===== src/rtl/ladc_pkg.sv =====
// ---------------------------------------------------------------------------
// Load ADC register device package
// Request codes, register map, power-control bits and the rate table.
// ---------------------------------------------------------------------------
`default_nettype none

package ladc_pkg;

  typedef enum logic [1:0] {
    REQ_READ  = 2'd0,
    REQ_WRITE = 2'd1,
    REQ_TICK  = 2'd2
  } req_t;

  // Register map
  localparam logic [4:0] ADDR_POWER    = 5'h00;
  localparam logic [4:0] ADDR_CTRL1    = 5'h01;
  localparam logic [4:0] ADDR_CTRL2    = 5'h02;
  localparam logic [4:0] ADDR_ADC_HI   = 5'h12;
  localparam logic [4:0] ADDR_ADC_MID  = 5'h13;
  localparam logic [4:0] ADDR_ADC_LO   = 5'h14;
  localparam logic [4:0] ADDR_CLOCK    = 5'h15;
  localparam logic [4:0] ADDR_AMP_CAL  = 5'h1C;
  localparam logic [4:0] ADDR_REVISION = 5'h1F;

  localparam logic [7:0] REVISION_ID = 8'h0F;

  // Power control bit positions
  localparam int PWR_DIGITAL_BIT = 1;
  localparam int PWR_ANALOG_BIT  = 2;
  localparam int PWR_READY_BIT   = 3;
  localparam int PWR_CONV_BIT    = 5;

  localparam int INTERVAL_W = 17;

  typedef logic [INTERVAL_W-1:0] interval_t;

  // Conversion interval in microseconds for a rate code.
  function automatic interval_t rate_interval(input logic [2:0] rate);
    interval_t iv;
    unique case (rate)
      3'd0:    iv = INTERVAL_W'(100000);
      3'd1:    iv = INTERVAL_W'(50000);
      3'd2:    iv = INTERVAL_W'(25000);
      3'd3:    iv = INTERVAL_W'(12500);
      3'd4:    iv = INTERVAL_W'(3125);
      default: iv = INTERVAL_W'(100000);
    endcase
    return iv;
  endfunction

  function automatic logic is_powered(input logic [7:0] pc);
    return pc[PWR_DIGITAL_BIT] & pc[PWR_ANALOG_BIT];
  endfunction

endpackage

`default_nettype wire


===== src/rtl/load_adc_register_device_top.sv =====
// ---------------------------------------------------------------------------
// Load ADC register device
// Register-mapped 24-bit load ADC: bus reads, bus writes and timed samples.
// ---------------------------------------------------------------------------
// Every input transfer (read, write or tick) yields exactly one result
// transfer. The block takes one item per clock when the output side keeps
// up. The item lands in an input register, is decoded against the register
// file by short logic and lands in the result register, where the register
// file updates in the same edge. A result that waits on out_ready does not
// block intake of one further item in the input
// register. Reads return the register byte as it stood before the access's
// power-ready update; unimplemented addresses read 0 and ignore writes;
// ticks convert only while both power-up bits are set and the rate interval
// (control_two bits 6..4) has elapsed in wrapping microsecond time.
// ---------------------------------------------------------------------------
`default_nettype none

module load_adc_register_device_top
  import ladc_pkg::*;
(
  input  wire logic               clk,
  input  wire logic               rst,
  input  wire logic               in_valid,
  output logic                    in_ready,
  input  wire logic [1:0]         req_type,
  input  wire logic [4:0]         reg_address,
  input  wire logic [7:0]         write_data,
  input  wire logic [31:0]        time_now,
  input  wire logic signed [23:0] load_counts,
  output logic                    out_valid,
  input  wire logic               out_ready,
  output logic [7:0]              read_data,
  output logic                    sample_taken
);

  // Input register
  logic        in_full;
  logic [1:0]  req_q;
  logic [4:0]  addr_q;
  logic [7:0]  wdata_q;
  logic [31:0] now_q;
  logic [23:0] sample_q;

  // Register file
  logic [7:0]  power_control, power_control_next;
  logic [7:0]  control_one, control_one_next;
  logic [7:0]  control_two, control_two_next;
  logic [23:0] conversion_result, conversion_result_next;
  logic [7:0]  clock_control, clock_control_next;
  logic [7:0]  amp_calibration, amp_calibration_next;
  logic [31:0] last_sample_time, last_sample_time_next;

  logic        advance;
  logic [7:0]  rdata_next;
  logic        taken_next;
  logic [7:0]  pc_access;
  logic [31:0] elapsed;

  // Advance the held item when the result register is free or draining.
  assign advance  = in_full && (!out_valid || out_ready);
  assign in_ready = !in_full || advance;

  always_ff @(posedge clk) begin
    if (rst) begin
      in_full <= 1'b0;
    end else if (in_ready) begin
      in_full <= in_valid;
    end
    if (in_valid && in_ready) begin
      req_q    <= req_type;
      addr_q   <= reg_address;
      wdata_q  <= write_data;
      now_q    <= time_now;
      sample_q <= load_counts;
    end
  end

  always_comb begin
    power_control_next     = power_control;
    control_one_next       = control_one;
    control_two_next       = control_two;
    conversion_result_next = conversion_result;
    clock_control_next     = clock_control;
    amp_calibration_next   = amp_calibration;
    last_sample_time_next  = last_sample_time;
    rdata_next             = 8'h00;
    taken_next             = 1'b0;
    pc_access              = power_control;
    elapsed                = now_q - last_sample_time;

    unique case (req_q)
      REQ_READ: begin
        unique case (addr_q)
          ADDR_POWER:    rdata_next = power_control;
          ADDR_CTRL1:    rdata_next = control_one;
          ADDR_CTRL2:    rdata_next = control_two;
          ADDR_ADC_HI:   rdata_next = conversion_result[23:16];
          ADDR_ADC_MID:  rdata_next = conversion_result[15:8];
          ADDR_ADC_LO:   rdata_next = conversion_result[7:0];
          ADDR_CLOCK:    rdata_next = clock_control;
          ADDR_AMP_CAL:  rdata_next = amp_calibration;
          ADDR_REVISION: rdata_next = REVISION_ID;
          default:       rdata_next = 8'h00;
        endcase
        if (is_powered(pc_access)) begin
          pc_access[PWR_READY_BIT] = 1'b1;
        end
        power_control_next = pc_access;
      end
      REQ_WRITE: begin
        unique case (addr_q)
          ADDR_POWER:   pc_access            = wdata_q;
          ADDR_CTRL1:   control_one_next     = wdata_q;
          ADDR_CTRL2:   control_two_next     = wdata_q;
          ADDR_CLOCK:   clock_control_next   = wdata_q;
          ADDR_AMP_CAL: amp_calibration_next = wdata_q;
          default:      ;
        endcase
        if (is_powered(pc_access)) begin
          pc_access[PWR_READY_BIT] = 1'b1;
        end
        power_control_next = pc_access;
      end
      REQ_TICK: begin
        // Convert once the selected interval has elapsed.
        if (is_powered(power_control) &&
            elapsed >= 32'(rate_interval(control_two[6:4]))) begin
          last_sample_time_next              = now_q;
          conversion_result_next             = sample_q;
          power_control_next[PWR_CONV_BIT]   = 1'b1;
          power_control_next[PWR_READY_BIT]  = 1'b1;
          taken_next                         = 1'b1;
        end
      end
      default: ;
    endcase
  end

  // Result register and register file update together.
  always_ff @(posedge clk) begin
    if (rst) begin
      out_valid         <= 1'b0;
      power_control     <= 8'h00;
      control_one       <= 8'h00;
      control_two       <= 8'h00;
      conversion_result <= 24'h000000;
      clock_control     <= 8'h00;
      amp_calibration   <= 8'h00;
      last_sample_time  <= 32'h0;
    end else begin
      if (advance) begin
        out_valid         <= 1'b1;
        power_control     <= power_control_next;
        control_one       <= control_one_next;
        control_two       <= control_two_next;
        conversion_result <= conversion_result_next;
        clock_control     <= clock_control_next;
        amp_calibration   <= amp_calibration_next;
        last_sample_time  <= last_sample_time_next;
      end else if (out_ready) begin
        out_valid <= 1'b0;
      end
    end
    if (advance) begin
      read_data    <= rdata_next;
      sample_taken <= taken_next;
    end
  end

endmodule

`default_nettype wire


===== config.mk =====
export PLATFORM = sky130hd
export DESIGN_NAME = load_adc_register_device_top
export DESIGN_NICKNAME = d
export VERILOG_FILES = /design/src/rtl/ladc_pkg.sv /design/src/rtl/load_adc_register_device_top.sv
export SDC_FILE = /design/constraint.sdc
export NUM_CORES = 1
export LEC_CHECK = 0
export BUFFER_PORTS_ARGS = -buffer_cell sky130_fd_sc_hd__buf_2
export CAP_MARGIN = 25
export CORE_UTILIZATION = 60
export DETAILED_ROUTE_END_ITERATION = 8
export PLACE_DENSITY = 0.84
export SLEW_MARGIN = 20
export SYNTH_ARGS = -nofsm -noshare
export SYNTH_HDL_FRONTEND = slang
export SYNTH_SLANG_ARGS = --single-unit

===== constraint.sdc =====
create_clock -name clk -period 6.5 [get_ports clk]
set_input_delay 1.3 -clock clk [delete_from_list [all_inputs] [get_ports clk]]
set_output_delay 1.3 -clock clk [all_outputs]
set_load 0.005 [all_outputs]

Yosys cells after proc, flatten, opt, wreduce, memory -nomap -nowiden
Cells that the tools add are included.
W data, S select, Z words.
Word-level totals
  output and inout port bits: 11
  memory bits (writable): 0
  flip-flop bits (word level): 178
  word-level logic and storage cells: 75
  bits in read-only memories: 0
  bits of input ports: 75
  memories kept: 0
  bits in latches: 0
Cells by class
  multiplexer cells: 13
  multiply operators: 0
  bitwise gates (word level): 2
  div/mod/pow operators: 0
  add/subtract/negate cells: 1
  eq/ne operators: 18
  order comparisons: 1
  reductions and logical operators: 21
  shifts and indexed selects: 0
Operators with widths (number)
  $pmux W8 S9: 1
  $pmux W17 S4: 1
  $ge A32 B17 Y1: 1
  $sub A32 B32 Y32: 1
  $eq A5 B5 Y1 const B: 6
  $reduce_and A3 Y1: 6
  $mux W17: 1
  $mux W8: 2
  $eq A3 B2 Y1 const B: 2
  $mux W1: 6
  $eq A5 B1 Y1 const B: 1
  $eq A5 B2 Y1 const B: 1
  $logic_not A5 Y1: 1
  $reduce_and A5 Y1: 1
  $ne A2 B2 Y1 const B: 2
  $reduce_and A4 Y1: 1
  $reduce_bool A2 Y1: 2
  $eq A3 B1 Y1 const B: 1
  $eq A3 B3 Y1 const B: 1
  $logic_and A1 B1 Y1: 3
  $ne A3 B2 Y1 const B: 1
  $pmux W1 S3: 1
  $reduce_bool A3 Y1: 1
  $and A1 B1 Y1: 2
  8 further kinds: 10

Logic depth before layout (Yosys ltp)
  depth in word-level cells: 7
  depth in mapped cells: 25
  mapped depth without buffers: 23

Worst setup path after synthesis
OpenSTA, ideal clock, no wires.
  kind: register to register
  start point: register now_q[0]
  end point: register sample_taken, data pin
  setup time: 252 ps
  period minus slack after synthesis: 4856 ps
  arrival: 4603 ps
  path buffers: 1
  required time: 6248 ps
  cell stages (with the launch flop): 25
  setup slack: 1644 ps
  path through: edfxtp_1 inv_1 ha_1 inv_1 fa_1 a21o_1 a221o_1 nand3_2 nand2_1 a31oi_1 o21ai_0 a21oi_1 xnor2_1 ha_1 and3_1 nand3_1 or3_1 o22ai_1 or4_1 nor4b_2 nand4_1 nor4_4 buf_4 nand3b_1 nor2_1
On the way
  longest elaborated chain between the ends: 4
Ends and longest elaborated chain
  from (decl): line load_adc_register_device_top.sv:41  | logic [31:0] now_q;
  from (signal assigned): line load_adc_register_device_top.sv:73  | now_q <= time_now;
  $sub A32 B32 Y32: line load_adc_register_device_top.sv:89  | elapsed = now_q - last_sample_time;
  $ge A32 B17 Y1: line load_adc_register_device_top.sv:127  | elapsed >= 32'(rate_interval(control_two[6:4]))) begin
  $logic_and A1 B1 Y1: line load_adc_register_device_top.sv:126  | if (is_powered(power_control) &&
  $mux W1: line load_adc_register_device_top.sv:126
  to (signal assigned): line load_adc_register_device_top.sv:166  | sample_taken <= taken_next;
  to (decl): line load_adc_register_device_top.sv:33  | output logic sample_taken
No other way between the ends.
A chain may end at the register's enable or synchronous reset.

Worst setup path in the final report
Same ends and word-level chain as after synthesis.

==> flow_summary.json <==
{
  "status": "finished clean",
  "antenna_found_initial": 0,
  "antenna_cells": 0,
  "finClkSkew_ns": 0.0156,
  "numCtsBuffers": 17,
  "setup_viol": 0,
  "post-route-drc-count": 0,
  "n_fill_cell": 1238,
  "core_region_area_mm2": 0.0159,
  "yosysTopAreaCell": "edfxtp_1",
  "final_antenna_net_count": 0,
  "start_kind": "register",
  "grt_use_total_pct": 26.8,
  "worst_pin_slew_ns": 0.983,
  "rsz0062_at_grt": "false",
  "ys.flop_type": "dfxtp_1",
  "regToRegEndpoint": "sample_taken",
  "die_area_mm2": 0.0168,
  "num-nets-final": 1166,
  "grt_pass1_vias": 6968,
  "cp_data_arrival_time_ns": 5.82,
  "postCtsSetupBuffers": 0,
  "p_per_area_mw_per_mm2": 233,
  "cts_tree": "yes",
  "numClockSinks": 178,
  "p_leak_nw": 3.79,
  "grt_max_degree": 84,
  "cts_hold_buf": 0,
  "ir_drop_uv": 212,
  "syn-num-nets": 1113,
  "preCtsSetupSlack_ns": 0.893,
  "drt_wl_total_um": 21600,
  "rrSetupSlack_ns": 0.87,
  "fin_crit_ns": 5.63,
  "avgRoutedWirePerCell_um": 17.1,
  "min_to": "control_one[4]",
  "netlist.area_leader.share_pct": 24.6,
  "drtIter0Drc": 728,
  "syn_area_mm2": 0.00977,
  "synth_area_leaders": "edfxtp_1, dfxtp_1, ha_1",
  "synth_cell_type_count": 72,
  "port_buffers": 85,
  "worstReg2RegStart": "now_q[0]",
  "clock_latency_ns": 0.44,
  "synth_edf_count": 80,
  "clock.fmax_ghz": 0.178,
  "holdPathStages": 2,
  "hp-class": "register to register",
  "holdCritStartpoint": "control_one[4]",
  "grt_overflow_total": 0,
  "post_cts_resized": 0,
  "rows": 46,
  "synth.avg_cell_area_um2": 9.91,
  "drv_slew": 0,
  "num_vias": 7575,
  "worstPathRequired_ns": 6.69,
  "setup_ws_ns": 0.872,
  "grt_pass1_wl_um": 35100,
  "synth_cells": 986,
  "root_buffer": "clkbuf_16",
  "detailedRoute.firstPassIterationCount": 7,
  "hold_viol_final": 0,
  "vias_per_cell": 5.97,
  "tns_ns": 0,
  "critPathMaxFanout": 83,
  "r2r_cells": 24,
  "drive_gt1_share_pct": 24.4,
  "clockBufferDepth": 2,
  "drv_cap": 0,
  "slew_headroom_pct": 34.4,
  "synth_seq_cells": 178,
  "yosysSeqAreaShare_pct": 44.6,
  "htreeDepth": 4,
  "die_height_um": 130,
  "initial_core_util_pct": 61.5,
  "synthToLayoutAreaGrowth_pct": 10.6,
  "async_flop_share_pct": 0,
  "period_share_pct": 86.6,
  "pin_count": 86,
  "gp_congestion": 0.914,
  "path_clk_slew_ns": 0.07,
  "cp-end-kind": "register",
  "dp_hpwl_um": 14700,
  "yosysWarnings": 0,
  "path_class": "register to register",
  "chipWidth_um": 130
}
## stage by stage
stage / hold slack [ns] / area (µm²) / cells / power (mW) / utilization, %
6_report: 0.460 / 10800 / 1268 / 2.52 / 68.0
4_1_cts: 0.458 / 10800 / 1268 / 2.54 / 68.0
5_1_grt: 0.488 / 10800 / 1268 / 2.61 / 68.0
3_3_place_gp: 0.438 / 10200 / 1236 / 1.47 / 64.1
2_1_floorplan: 0.431 / 9770 / 986 / 1.40 / -
3_5_place_dp: 0.446 / 10200 / 1236 / 1.48 / 64.1
## routing by layer
layer  track usage (%)  up-vias  part of all wire [%]
li1                  -     3720                     -
met1              38.6     3564                    48
met2              40.6      265                    44
met3              5.70       26                   6.1
met4              7.73        0                   1.3
met5                 0        -                     0
## Yosys cell counts, types with 8 or more instances
| cell type | count |
|---|---|
| a211oi_1 | 8 |
| a21o_1 | 8 |
| a21oi_1 | 56 |
| a21oi_2 | 54 |
| a22oi_1 | 13 |
| a31oi_1 | 9 |
| clkbuf_1 | 36 |
| dfxtp_1 | 98 |
| edfxtp_1 | 80 |
| ha_1 | 51 |
| inv_1 | 49 |
| mux2_2 | 8 |
| mux2i_1 | 36 |
| nand2_1 | 75 |
| nand3_1 | 11 |
| nand4_1 | 17 |
| nor2_1 | 77 |
| nor3_1 | 13 |
| o21ai_0 | 34 |
| o21ai_1 | 55 |
| or3b_2 | 56 |
| xnor2_1 | 9 |
| xor2_1 | 12 |
## report_power, final
| group | switching (mW) | total (mW) | internal, mW |
|---|---|---|---|
| clock network | 0.503 | 1.07 | 0.563 |
| registers | 0.0245 | 1.23 | 1.20 |
| logic | 0.138 | 0.230 | 0.0917 |
## logic make-up after synthesis
kind of cell | Yosys count | synth area share (%)
buffers and inverters | 107 | 5.48
adder cells (fa/ha/maj) | 52 | 6.73
XOR/XNOR | 21 | 1.88
AND/OR/NAND/NOR | 298 | 16.8
multiplexers | 45 | 4.76
AO/OA/AOI/OAI | 285 | 19.7
flip-flops | 178 | 44.6
## state kept, by name, summed over array words and instances (netlist names)
signal / flops
addr_q: 5
amp_calibration: 8
clock_control: 8
control_one: 8
control_two: 8
conversion_result: 24
in_full: 1
last_sample_time: 32
now_q: 32
out_valid: 1
power_control: 8
read_data: 8
req_q: 2
sample_q: 24
sample_taken: 1
wdata_q: 8
## critical path: stages, from the launching register on
cell and delay (ns):
edfxtp_1 0.36, inv_1 0.08, ha_1 0.17, inv_1 0.06, fa_1 0.40, a21o_1 0.19
a221o_1 0.36, nand3_2 0.11, nand2_1 0.08, a31oi_1 0.24, o21ai_0 0.21, a21oi_1 0.22
xnor2_1 0.14, ha_1 0.25, and3_1 0.14, nand3_1 0.11, or3_1 0.12, o22ai_1 0.07
or4_1 0.54, nor4b_2 0.28, nand4_1 0.17, nor4_4 0.20, buf_4 0.61, nand3b_1 0.22
nor2_1 0.05
## cell usage in the layout (no fill, tap or decap), types with 17 or more instances in the layout
master,n
ha_1,51
edfxtp_1,80
buf_2,84
nand4_1,17
dfxtp_1,98
mux2i_1,36
a21oi_2,54
nand2_1,75
o21ai_1,55
a21oi_1,56
clkbuf_16,17
o21ai_0,34
inv_1,49
nor2_1,77
or3b_2,56
## cell type report
cell class	count	area [µm²]	share of cell area, %
inverter	49	184	1.70
tap	216	270	2.50
sequential	178	4360	40.4
timing repair buffer	92	480	4.45
multi-input combinational	701	4880	45.1
clock inverter	15	208	1.92
clock buffer	17	425	3.94
## worst max-delay path by stage
| stage | to | start | cells after the start | slack (ns) |
|---|---|---|---|---|
| floorplan | sample_taken | now_q[0] | 24 | 1.64 |
| global placement | sample_taken | now_q[0] | 24 | 1.13 |
| detailed placement | sample_taken | now_q[0] | 24 | 0.89 |
| CTS | sample_taken | now_q[0] | 24 | 0.88 |
| global route | power_control[3] | now_q[0] | 24 | 0.45 |
| finish | sample_taken | now_q[0] | 24 | 0.87 |
(Power assumes the default switching activity.)
